$ cat config.mk
export PLATFORM = sky130hd
export DESIGN_NAME = hsv_color_blob_centroid
export DESIGN_NICKNAME = d
export VERILOG_FILES = /design/src/sv/hcbc_pkg.sv /design/src/sv/hcbc_front.sv /design/src/sv/hcbc_queue.sv /design/src/sv/hcbc_back.sv /design/src/sv/hsv_color_blob_centroid.sv
export SDC_FILE = /design/constraint.sdc
export NUM_CORES = 2
export LEC_CHECK = 0
export BUFFER_PORTS_ARGS = -buffer_cell sky130_fd_sc_hd__buf_2
export CAP_MARGIN = 20
export CELL_PAD_IN_SITES_DETAIL_PLACEMENT = 0
export CELL_PAD_IN_SITES_GLOBAL_PLACEMENT = 2
export CORE_MARGIN = 5
export CORE_UTILIZATION = 45
export DETAILED_ROUTE_END_ITERATION = 10
export HOLD_SLACK_MARGIN = 0.15
export PLACE_DENSITY = 0.87
export SYNTH_ARGS = -nofsm -noshare
export SYNTH_HDL_FRONTEND = slang
export SYNTH_SLANG_ARGS = --single-unit
export TNS_END_PERCENT = 10
$ cat constraint.sdc
create_clock -name clk -period 45.1 [get_ports clk]
set_clock_uncertainty 0.2 [all_clocks]
set_input_delay 9.02 -clock clk [delete_from_list [all_inputs] [get_ports clk]]
set_output_delay 9.02 -clock clk [all_outputs]
set_load 0.02 [all_outputs]
$ cat src/sv/hcbc_pkg.sv
// Shared types and constants for the HSV color blob centroid block.
package hcbc_pkg;

  localparam int PIX_W  = 8;
  localparam int OUT_W  = 11;
  localparam int CFG_W  = 12;
  localparam int CFG_AW = 3;

  // Widths of the HSV dividers: numerator below 2^17, denominator up to 510.
  localparam int HSV_NUM_W = 17;
  localparam int HSV_DEN_W = 9;
  localparam int HSV_STEP_W = 5;

  localparam logic [PIX_W-1:0] HUE_WRAP = 8'd180;

  typedef enum logic [CFG_AW-1:0] {
    REG_HUE_LOW      = 3'd0,
    REG_SAT_LOW      = 3'd1,
    REG_VAL_LOW      = 3'd2,
    REG_HUE_HIGH     = 3'd3,
    REG_SAT_HIGH     = 3'd4,
    REG_VAL_HIGH     = 3'd5,
    REG_FRAME_WIDTH  = 3'd6,
    REG_FRAME_HEIGHT = 3'd7
  } reg_idx_t;

  typedef struct packed {
    logic [PIX_W-1:0] hue_low;
    logic [PIX_W-1:0] sat_low;
    logic [PIX_W-1:0] val_low;
    logic [PIX_W-1:0] hue_high;
    logic [PIX_W-1:0] sat_high;
    logic [PIX_W-1:0] val_high;
  } thr_t;

  typedef struct packed {
    logic match;
    logic done;
  } pix_flags_t;

  typedef enum logic [1:0] {
    F_IDLE,
    F_DIV,
    F_PUSH
  } fstate_t;

  typedef enum logic [1:0] {
    B_IDLE,
    B_DIV,
    B_WAIT
  } bstate_t;

endpackage

$ cat src/sv/hcbc_front.sv
// Front end: takes a pixel, converts it to HSV, tests the bounds and tracks its position.
module hcbc_front #(
  parameter int MAX_WIDTH  = 2048,
  parameter int MAX_HEIGHT = 2048,
  parameter int XW         = 11,
  parameter int YW         = 11
) (
  input  logic                       clk,
  input  logic                       rst_n,
  input  logic                       in_push,
  output logic                       in_full,
  input  logic [hcbc_pkg::PIX_W-1:0] in_blue,
  input  logic [hcbc_pkg::PIX_W-1:0] in_green,
  input  logic [hcbc_pkg::PIX_W-1:0] in_red,
  input  hcbc_pkg::thr_t             thr,
  input  logic [hcbc_pkg::CFG_W-1:0] frame_width,
  input  logic [hcbc_pkg::CFG_W-1:0] frame_height,
  input  logic                       q_full,
  output logic                       q_push,
  output hcbc_pkg::pix_flags_t       q_flags,
  output logic [XW-1:0]              q_x,
  output logic [YW-1:0]              q_y
);
  import hcbc_pkg::*;

  fstate_t state_r, state_nxt;
  logic [HSV_STEP_W-1:0] step_r;
  logic [XW-1:0] col_r;
  logic [YW-1:0] row_r;
  logic [XW-1:0] x_r;
  logic [YW-1:0] y_r;
  logic done_r;
  logic [PIX_W-1:0] v_r;
  logic [HSV_NUM_W-1:0] snum_r, hnum_r;
  logic [HSV_DEN_W-1:0] sden_r, hden_r, srem_r, hrem_r;
  logic [PIX_W-1:0] sq_r, hq_r;
  logic szero_r, hzero_r;

  logic accept;
  logic [PIX_W-1:0] mx, mn, d;
  logic signed [19:0] gs, bs, rs, ds, hs;
  logic [XW-1:0] wm1;
  logic [YW-1:0] hm1;
  logic row_end, done_now;
  logic [HSV_DEN_W:0] ssh, hsh;
  logic sbit, hbit;
  logic [PIX_W-1:0] hue, sat;

  // Next state.
  always_comb begin
    state_nxt = state_r;
    case (state_r)
      F_IDLE:  if (in_push) state_nxt = F_DIV;
      F_DIV:   if (step_r == '0) state_nxt = F_PUSH;
      F_PUSH:  if (!q_full) state_nxt = F_IDLE;
      default: state_nxt = F_IDLE;
    endcase
  end

  // Outputs of the state machine.
  always_comb begin
    in_full = 1'b1;
    q_push  = 1'b0;
    case (state_r)
      F_IDLE:  in_full = 1'b0;
      F_PUSH:  q_push = !q_full;
      default: ;
    endcase
  end

  assign accept = in_push && !in_full;

  // Max, min and the two HSV numerators.
  always_comb begin
    mx = in_red;
    mn = in_red;
    if (in_green > mx) mx = in_green;
    if (in_blue > mx) mx = in_blue;
    if (in_green < mn) mn = in_green;
    if (in_blue < mn) mn = in_blue;
    d  = mx - mn;
    gs = signed'(20'(in_green));
    bs = signed'(20'(in_blue));
    rs = signed'(20'(in_red));
    ds = signed'(20'(d));
    if (mx == in_red) begin
      hs = 20'sd60 * (gs - bs);
    end else if (mx == in_green) begin
      hs = 20'sd120 * ds + 20'sd60 * (bs - rs);
    end else begin
      hs = 20'sd240 * ds + 20'sd60 * (rs - gs);
    end
    if (hs < 0) hs = hs + 20'sd360 * ds;
  end

  // Position in the frame, with sizes clamped to the supported range.
  always_comb begin
    if (frame_width == '0) wm1 = '0;
    else if (32'(frame_width) > MAX_WIDTH) wm1 = XW'(MAX_WIDTH - 1);
    else wm1 = XW'(frame_width - 12'd1);
    if (frame_height == '0) hm1 = '0;
    else if (32'(frame_height) > MAX_HEIGHT) hm1 = YW'(MAX_HEIGHT - 1);
    else hm1 = YW'(frame_height - 12'd1);
    row_end  = col_r >= wm1;
    done_now = row_end && (row_r >= hm1);
  end

  // One restoring division step for saturation and hue each.
  always_comb begin
    ssh  = {srem_r, snum_r[HSV_NUM_W-1]};
    hsh  = {hrem_r, hnum_r[HSV_NUM_W-1]};
    sbit = ssh >= {1'b0, sden_r};
    hbit = hsh >= {1'b0, hden_r};
  end

  always_comb begin
    sat = szero_r ? '0 : sq_r;
    if (hzero_r) hue = '0;
    else if (hq_r >= HUE_WRAP) hue = hq_r - HUE_WRAP;
    else hue = hq_r;
    q_flags.match = (hue >= thr.hue_low) && (hue <= thr.hue_high) &&
                    (sat >= thr.sat_low) && (sat <= thr.sat_high) &&
                    (v_r >= thr.val_low) && (v_r <= thr.val_high);
    q_flags.done  = done_r;
    q_x = x_r;
    q_y = y_r;
  end

  always_ff @(posedge clk) begin
    if (!rst_n) begin
      state_r <= F_IDLE;
      col_r   <= '0;
      row_r   <= '0;
    end else begin
      state_r <= state_nxt;
      if (accept) begin
        if (done_now) begin
          col_r <= '0;
          row_r <= '0;
        end else if (row_end) begin
          col_r <= '0;
          row_r <= row_r + 1'b1;
        end else begin
          col_r <= col_r + 1'b1;
        end
      end
    end
  end

  always_ff @(posedge clk) begin
    if (accept) begin
      x_r     <= col_r;
      y_r     <= (row_r <= hm1) ? (hm1 - row_r) : '0;
      done_r  <= done_now;
      v_r     <= mx;
      szero_r <= mx == '0;
      hzero_r <= d == '0;
      snum_r  <= HSV_NUM_W'(17'(d) * 17'd510) + HSV_NUM_W'(mx);
      hnum_r  <= HSV_NUM_W'(hs + ds);
      sden_r  <= {mx, 1'b0};
      hden_r  <= {d, 1'b0};
      srem_r  <= '0;
      hrem_r  <= '0;
      step_r  <= HSV_STEP_W'(HSV_NUM_W - 1);
    end else if (state_r == F_DIV) begin
      snum_r <= {snum_r[HSV_NUM_W-2:0], 1'b0};
      hnum_r <= {hnum_r[HSV_NUM_W-2:0], 1'b0};
      srem_r <= sbit ? HSV_DEN_W'(ssh - {1'b0, sden_r}) : ssh[HSV_DEN_W-1:0];
      hrem_r <= hbit ? HSV_DEN_W'(hsh - {1'b0, hden_r}) : hsh[HSV_DEN_W-1:0];
      sq_r   <= {sq_r[PIX_W-2:0], sbit};
      hq_r   <= {hq_r[PIX_W-2:0], hbit};
      step_r <= step_r - 1'b1;
    end
  end

endmodule

$ cat src/sv/hcbc_queue.sv
// Small first-in first-out queue between the front and the back end.
module hcbc_queue #(
  parameter int W     = 24,
  parameter int DEPTH = 4
) (
  input  logic         clk,
  input  logic         rst_n,
  input  logic         push,
  input  logic [W-1:0] wdata,
  output logic         full,
  input  logic         pop,
  output logic [W-1:0] rdata,
  output logic         empty
);
  localparam int AW = $clog2(DEPTH);

  logic [W-1:0]  mem_r [DEPTH];
  logic [AW-1:0] wp_r, rp_r;
  logic [AW:0]   cnt_r;

  assign full  = cnt_r == (AW+1)'(DEPTH);
  assign empty = cnt_r == '0;
  assign rdata = mem_r[rp_r];

  always_ff @(posedge clk) begin
    if (!rst_n) begin
      wp_r  <= '0;
      rp_r  <= '0;
      cnt_r <= '0;
    end else begin
      if (push) wp_r <= wp_r + 1'b1;
      if (pop) rp_r <= rp_r + 1'b1;
      if (push && !pop) cnt_r <= cnt_r + 1'b1;
      else if (pop && !push) cnt_r <= cnt_r - 1'b1;
    end
  end

  always_ff @(posedge clk) begin
    if (push) mem_r[wp_r] <= wdata;
  end

endmodule

$ cat src/sv/hcbc_back.sv
// Back end: accumulates matching positions and divides out the centroid at frame end.
module hcbc_back #(
  parameter int XW = 11,
  parameter int YW = 11,
  parameter int CW = 23
) (
  input  logic                        clk,
  input  logic                        rst_n,
  input  logic                        q_empty,
  output logic                        q_pop,
  input  hcbc_pkg::pix_flags_t        q_flags,
  input  logic [XW-1:0]               q_x,
  input  logic [YW-1:0]               q_y,
  output logic                        out_empty,
  input  logic                        out_pop,
  output logic                        out_in_range,
  output logic                        out_frame_done,
  output logic                        out_found,
  output logic [hcbc_pkg::OUT_W-1:0]  out_center_x,
  output logic [hcbc_pkg::OUT_W-1:0]  out_center_y
);
  import hcbc_pkg::*;

  localparam int PW  = (XW > YW) ? XW : YW;
  localparam int SW  = PW + CW;
  localparam int QW  = (PW > OUT_W) ? PW : OUT_W;
  localparam int SCW = $clog2(SW);

  bstate_t state_r, state_nxt;
  logic [SW-1:0] sx_r, sy_r, numx_r, numy_r;
  logic [CW-1:0] cnt_r, den_r, remx_r, remy_r;
  logic [QW-1:0] qx_r, qy_r;
  logic [SCW-1:0] step_r;
  logic match_l_r;
  logic out_vld_r, o_range_r, o_done_r, o_found_r;
  logic [OUT_W-1:0] o_cx_r, o_cy_r;

  logic out_free, take, load_plain, start_div, load_div;
  logic [SW-1:0] sx_add, sy_add;
  logic [CW-1:0] cnt_add;
  logic [CW:0] xsh, ysh;
  logic xbit, ybit;

  assign out_free = !out_vld_r || out_pop;
  assign sx_add   = sx_r + (q_flags.match ? SW'(q_x) : '0);
  assign sy_add   = sy_r + (q_flags.match ? SW'(q_y) : '0);
  assign cnt_add  = cnt_r + CW'(q_flags.match);
  assign xsh      = {remx_r, numx_r[SW-1]};
  assign ysh      = {remy_r, numy_r[SW-1]};
  assign xbit     = xsh >= {1'b0, den_r};
  assign ybit     = ysh >= {1'b0, den_r};

  // Next state.
  always_comb begin
    state_nxt = state_r;
    case (state_r)
      B_IDLE:  if (start_div) state_nxt = B_DIV;
      B_DIV:   if (step_r == '0) state_nxt = B_WAIT;
      B_WAIT:  if (out_free) state_nxt = B_IDLE;
      default: state_nxt = B_IDLE;
    endcase
  end

  // Outputs of the state machine.
  always_comb begin
    take       = 1'b0;
    load_plain = 1'b0;
    start_div  = 1'b0;
    load_div   = 1'b0;
    case (state_r)
      B_IDLE: begin
        take       = !q_empty && out_free;
        start_div  = take && q_flags.done && (cnt_add != '0);
        load_plain = take && !start_div;
      end
      B_WAIT:  load_div = out_free;
      default: ;
    endcase
  end

  assign q_pop = take;

  always_ff @(posedge clk) begin
    if (!rst_n) begin
      state_r   <= B_IDLE;
      out_vld_r <= 1'b0;
      sx_r      <= '0;
      sy_r      <= '0;
      cnt_r     <= '0;
    end else begin
      state_r <= state_nxt;
      if (take) begin
        if (q_flags.done) begin
          sx_r  <= '0;
          sy_r  <= '0;
          cnt_r <= '0;
        end else begin
          sx_r  <= sx_add;
          sy_r  <= sy_add;
          cnt_r <= cnt_add;
        end
      end
      if (load_plain || load_div) out_vld_r <= 1'b1;
      else if (out_pop) out_vld_r <= 1'b0;
    end
  end

  always_ff @(posedge clk) begin
    if (start_div) begin
      numx_r    <= sx_add;
      numy_r    <= sy_add;
      den_r     <= cnt_add;
      remx_r    <= '0;
      remy_r    <= '0;
      match_l_r <= q_flags.match;
      step_r    <= SCW'(SW - 1);
    end else if (state_r == B_DIV) begin
      numx_r <= {numx_r[SW-2:0], 1'b0};
      numy_r <= {numy_r[SW-2:0], 1'b0};
      remx_r <= xbit ? CW'(xsh - {1'b0, den_r}) : xsh[CW-1:0];
      remy_r <= ybit ? CW'(ysh - {1'b0, den_r}) : ysh[CW-1:0];
      qx_r   <= {qx_r[QW-2:0], xbit};
      qy_r   <= {qy_r[QW-2:0], ybit};
      step_r <= step_r - 1'b1;
    end
    if (load_plain) begin
      o_range_r <= q_flags.match;
      o_done_r  <= q_flags.done;
      o_found_r <= 1'b0;
      o_cx_r    <= '0;
      o_cy_r    <= '0;
    end else if (load_div) begin
      o_range_r <= match_l_r;
      o_done_r  <= 1'b1;
      o_found_r <= 1'b1;
      o_cx_r    <= qx_r[OUT_W-1:0];
      o_cy_r    <= qy_r[OUT_W-1:0];
    end
  end

  assign out_empty      = !out_vld_r;
  assign out_in_range   = o_range_r;
  assign out_frame_done = o_done_r;
  assign out_found      = o_found_r;
  assign out_center_x   = o_cx_r;
  assign out_center_y   = o_cy_r;

endmodule

$ cat src/sv/hsv_color_blob_centroid.sv
// Top level of the HSV color threshold and blob centroid block.
//
//   Channel   Direction  Handshake            Payload
//   in_       input      in_push / in_full    in_blue, in_green, in_red
//   out_      output     out_pop / out_empty  out_in_range, out_frame_done, out_found,
//                                              out_center_x, out_center_y
//   cfg_      input      cfg_we               cfg_addr, cfg_wdata
//
// The front end takes one pixel at a time: it accepts it and sets up the HSV
// numerators, runs the separate bit-serial saturation and hue dividers in parallel,
// and pushes the classified pixel into the queue before it accepts the next one.
// A pixel that closes a frame with matches also runs the bit-serial centroid
// division in the back end.
// Reset is synchronous and active low; it clears counters, sums, the queue and
// the output register, and loads the register reset values.
// Either side may stall on its own: a four-entry queue separates the front and
// back ends, and the output register holds a result until it is popped.
module hsv_color_blob_centroid #(
  parameter int MAX_WIDTH  = 2048,
  parameter int MAX_HEIGHT = 2048
) (
  input  logic                        clk,
  input  logic                        rst_n,
  input  logic                        in_push,
  output logic                        in_full,
  input  logic [hcbc_pkg::PIX_W-1:0]  in_blue,
  input  logic [hcbc_pkg::PIX_W-1:0]  in_green,
  input  logic [hcbc_pkg::PIX_W-1:0]  in_red,
  output logic                        out_empty,
  input  logic                        out_pop,
  output logic                        out_in_range,
  output logic                        out_frame_done,
  output logic                        out_found,
  output logic [hcbc_pkg::OUT_W-1:0]  out_center_x,
  output logic [hcbc_pkg::OUT_W-1:0]  out_center_y,
  input  logic                        cfg_we,
  input  logic [hcbc_pkg::CFG_AW-1:0] cfg_addr,
  input  logic [hcbc_pkg::CFG_W-1:0]  cfg_wdata
);
  import hcbc_pkg::*;

  // Column and row counters cover the largest frame; the match count covers
  // every pixel of it.
  localparam int XW      = $clog2(MAX_WIDTH);
  localparam int YW      = $clog2(MAX_HEIGHT);
  localparam int CW      = $clog2(MAX_WIDTH * MAX_HEIGHT + 1);
  localparam int QDEPTH  = 4;
  localparam int QW      = $bits(pix_flags_t) + XW + YW;

  thr_t thr_r;
  logic [CFG_W-1:0] width_r, height_r;

  logic q_push, q_full, q_pop, q_empty;
  pix_flags_t f_flags, b_flags;
  logic [XW-1:0] f_x, b_x;
  logic [YW-1:0] f_y, b_y;
  logic [QW-1:0] q_rdata;

  // Config registers: the user writes only with no pixel in flight; not enforced.
  always_ff @(posedge clk) begin
    if (!rst_n) begin
      thr_r.hue_low  <= 8'd60;
      thr_r.sat_low  <= 8'd120;
      thr_r.val_low  <= 8'd70;
      thr_r.hue_high <= 8'd120;
      thr_r.sat_high <= 8'd255;
      thr_r.val_high <= 8'd255;
      width_r        <= 12'd640;
      height_r       <= 12'd480;
    end else if (cfg_we) begin
      case (reg_idx_t'(cfg_addr))
        REG_HUE_LOW:      thr_r.hue_low  <= cfg_wdata[PIX_W-1:0];
        REG_SAT_LOW:      thr_r.sat_low  <= cfg_wdata[PIX_W-1:0];
        REG_VAL_LOW:      thr_r.val_low  <= cfg_wdata[PIX_W-1:0];
        REG_HUE_HIGH:     thr_r.hue_high <= cfg_wdata[PIX_W-1:0];
        REG_SAT_HIGH:     thr_r.sat_high <= cfg_wdata[PIX_W-1:0];
        REG_VAL_HIGH:     thr_r.val_high <= cfg_wdata[PIX_W-1:0];
        REG_FRAME_WIDTH:  width_r        <= cfg_wdata;
        REG_FRAME_HEIGHT: height_r       <= cfg_wdata;
        default: ;
      endcase
    end
  end

  // The front end converts and classifies each pixel and tags it with its
  // column, flipped row and an end-of-frame flag.
  hcbc_front #(
    .MAX_WIDTH  (MAX_WIDTH),
    .MAX_HEIGHT (MAX_HEIGHT),
    .XW         (XW),
    .YW         (YW)
  ) u_front (
    .clk          (clk),
    .rst_n        (rst_n),
    .in_push      (in_push),
    .in_full      (in_full),
    .in_blue      (in_blue),
    .in_green     (in_green),
    .in_red       (in_red),
    .thr          (thr_r),
    .frame_width  (width_r),
    .frame_height (height_r),
    .q_full       (q_full),
    .q_push       (q_push),
    .q_flags      (f_flags),
    .q_x          (f_x),
    .q_y          (f_y)
  );

  hcbc_queue #(
    .W     (QW),
    .DEPTH (QDEPTH)
  ) u_queue (
    .clk   (clk),
    .rst_n (rst_n),
    .push  (q_push),
    .wdata ({f_flags, f_x, f_y}),
    .full  (q_full),
    .pop   (q_pop),
    .rdata (q_rdata),
    .empty (q_empty)
  );

  assign {b_flags, b_x, b_y} = q_rdata;

  // The back end keeps the running sums and produces one transaction per
  // pixel on the result side.
  hcbc_back #(
    .XW (XW),
    .YW (YW),
    .CW (CW)
  ) u_back (
    .clk            (clk),
    .rst_n          (rst_n),
    .q_empty        (q_empty),
    .q_pop          (q_pop),
    .q_flags        (b_flags),
    .q_x            (b_x),
    .q_y            (b_y),
    .out_empty      (out_empty),
    .out_pop        (out_pop),
    .out_in_range   (out_in_range),
    .out_frame_done (out_frame_done),
    .out_found      (out_found),
    .out_center_x   (out_center_x),
    .out_center_y   (out_center_y)
  );

endmodule

==> qor.txt <==
Root buf cell - clkbuf_16
HPWL Detailed - 76600 um
Post-CTS setup buffer count - 0
Clock latency on the worst-skew pair - 620 ps
Setup TNS - 0 ps
Antenna violations before repair - 2
Max stage delay on crit path - 670 ps
Post-Syn Area - 0.0424 mm2
Die Y - 317 um
Fill count - 8910
Min Tclk post-route - 22550 ps
PortBufs - 70
Syn Inst Count - 4622
Area contributors post-synth - edfxtp_1, dfxtp_1, ha_1
Total gr overflow - 0
Core Rows - 112
Sequential share of the synthesized area - 35.5%
Clock transition at path regs - 60 ps
Ys Warns - 0
Count leader, synth - nand2_1
Slew of the pin with the lowest slew margin - 1100 ps
Critical Path RT - 45260 ps
Post-Syn Area per Cell - 9.18 um2
Drt drc - 0
# resized after CTS - 0
Die W - 317 um
Hold Path Class - flop to flop
XOR/XNOR share of the synthesized area - 7.13%
Global-route wire length before repair - 169000 um
GR Util met2 - 33.6%
Placeable core region - 0.0935 mm2
Peak Freq - 44.4 MHz
CP endpoint kind - flop
Synth top area share - 21.4%
Synth Net Count - 5162
Layout cells sized above 1 - 7.42%
Largest family of logic cells by synthesized area - compound AO/OA/AOI/OAI gates
Final setup fails - 0
CTS Buf Count - 68
Slowest CP cell - o21ai_2
IO Pins - 71
CTS tree - done
Unique masters post-synth - 100
RSZ-0062 raised after global routing - false
Via count - 31900
Hold bufs inserted after CTS - 0
M3 GR Usage - 2.33%
Synthesis-stage register bit count - 600
Clock sinks - 600
Largest net degree at the start of global routing - 79
RePlAce Congestion - 0.877
Hold Vio Cnt, Final - 0
Critical path arrival - 22710 ps
DRT Wirelength - 104000 um
Simple-gate share of the synthesized area - 15.4%
Relative slew slack - 26.7%
Max Cap Violations - 0
Total GRT Usage - 20.7%
Initial Util - 45.4%
CP Max Fanout - 14
Routed Antenna Nets - 0
Wire per inst - 17.5 um
Worst setup SP type - primary input
Slew Viols, Final - 0
FFs w/ async S/R, synth - 0%
Final net count - 5174
DIE AREA - 0.101 mm2
Adder-Cell Fraction of Synth Area - 16.5%
Vias in the first global route - 31100
Outcome - completed
Synth Area in Compound Gates - 16.5%
Area growth syn-to-layout - 9.10%
Post-synth top area cell - edfxtp_1
Setup CP Type - primary input to flop
Number of flops mapped to enable cells by yosys - 303
Post-synthesis mux area share - 3.57%
CP startpoint - in_green[1]
Vias/cell - 5.37
DRT iter0 DRCs - 1966
H-tree depth - 3
Grt peak-use layer - met2
Hold wc startpoint - u_front.sq_r[3]$_DFFE_PP_
M1 GR Usage - 29.9%
Worst-case clock buffer depth - 3
Final period utilization - 50.0%
Drt first pass iters - 7
Dominant synthesized flop cell - edfxtp_1
Post-synth top cells - nand2_1, inv_1, ha_1
## kinds of logic (layout without fill, tap and decap cells)
| family | after synthesis | count (layout) |
|---|---|---|
| AO/OA/AOI/OAI | 1100 | 1100 |
| XOR/XNOR | 342 | 342 |
| adder cells (fa/ha/maj) | 502 | 502 |
| buffers and inverters | 599 | 667 |
| flip-flops | 600 | 600 |
| multiplexers | 117 | 117 |
| other | 0 | 1 |
| AND/OR/NAND/NOR | 1362 | 1362 |
## placed cells by master, fill, tap and decap left out, drive strengths merged, types with 19 or more instances in the layout
| cell type | count |
|---|---|
| a211oi | 25 |
| a21boi | 72 |
| a21o | 91 |
| a21oi | 293 |
| a22oi | 60 |
| a31oi | 38 |
| and2 | 37 |
| and3 | 44 |
| buf | 108 |
| clkbuf | 88 |
| dfxtp | 297 |
| edfxtp | 303 |
| fa | 96 |
| ha | 400 |
| inv | 440 |
| mux2 | 39 |
| mux2i | 56 |
| mux4 | 22 |
| nand2 | 437 |
| nand2b | 54 |
| nand3 | 99 |
| nand4 | 44 |
| nor2 | 303 |
| nor2b | 152 |
| nor3 | 86 |
| nor4 | 31 |
| o211ai | 38 |
| o21a | 39 |
| o21ai | 265 |
| o21bai | 41 |
| o22ai | 32 |
| or3 | 19 |
| xnor2 | 226 |
| xor2 | 115 |
## cell type report
class                           instances  area, um2  share of cell area [%]
Clock inverter                         38        403                   0.870
Timing Repair Buffer                  108        638                    1.38
Antenna cell                            1       2.50                 0.00541
Inverter                              433       1630                    3.51
Tap cell                             1254       1570                    3.39
Sequential cell                       600      15000                    32.5
Multi-Input combinational cell       3423      25100                    54.3
Clock buffer                           88       1890                    4.08
## through the flow
step | hold slack, ps | instances | util (%) | cell area, um2 | worst slack [ps]
2_1_floorplan | 218 | 4622 | - | 42400 | 24640
4_1_cts | 242 | 5944 | 49.5 | 46300 | 22630
3_3_place_gp | 218 | 5818 | 47.1 | 44000 | 22260
3_5_place_dp | 228 | 5818 | 47.1 | 44000 | 21970
5_1_grt | 243 | 5944 | 49.5 | 46300 | 21530
6_report | 240 | 5945 | 49.5 | 46300 | 22550
## state kept, by name (all words and copies together) (netlist names), 12 cells and up, named ones only
register and flops:
u_back.sx_r 34, u_back.remx_r 23, thr_r 48, height_r 12, u_back.cnt_r 23, width_r 12, u_front.snum_r 17, u_back.den_r 23
u_front.hnum_r 17, u_back.sy_r 34, u_back.numx_r 34, u_back.remy_r 23, u_queue.mem_r 96, u_back.numy_r 34
## routing by layer
| metal | part of all wire [%] | vias up |
|---|---|---|
| met5 | 0.012 | - |
| met4 | 1.8 | 2 |
| met3 | 3.6 | 127 |
| met2 | 45 | 533 |
| met1 | 50 | 15000 |
| li1 | - | 16300 |
## worst paths after layout
path         depth (start not counted)  slack (ps)                            to
max                                 48       22550  u_front.hnum_r[13]$_DFFE_PP_
min                                  0         240     u_front.sq_r[4]$_DFFE_PP_
min reg2reg                          0         240     u_front.sq_r[4]$_DFFE_PP_
max reg2reg                         22       38210   u_back.numx_r[15]$_DFFE_PP_
## critical path, delay by kind of cell
kind	cells	cell delay, ps
AOI/OAI and AO/OA	18	5010
adders and majority gates	9	2850
and+or+nand+nor	10	2650
xor gates and xnor gates	4	1550
muxes	3	1100
buffers and inverters	4	480
Power is not shown: default switching activity piles up to over one toggle a cycle in this logic, so the estimate is an artifact.
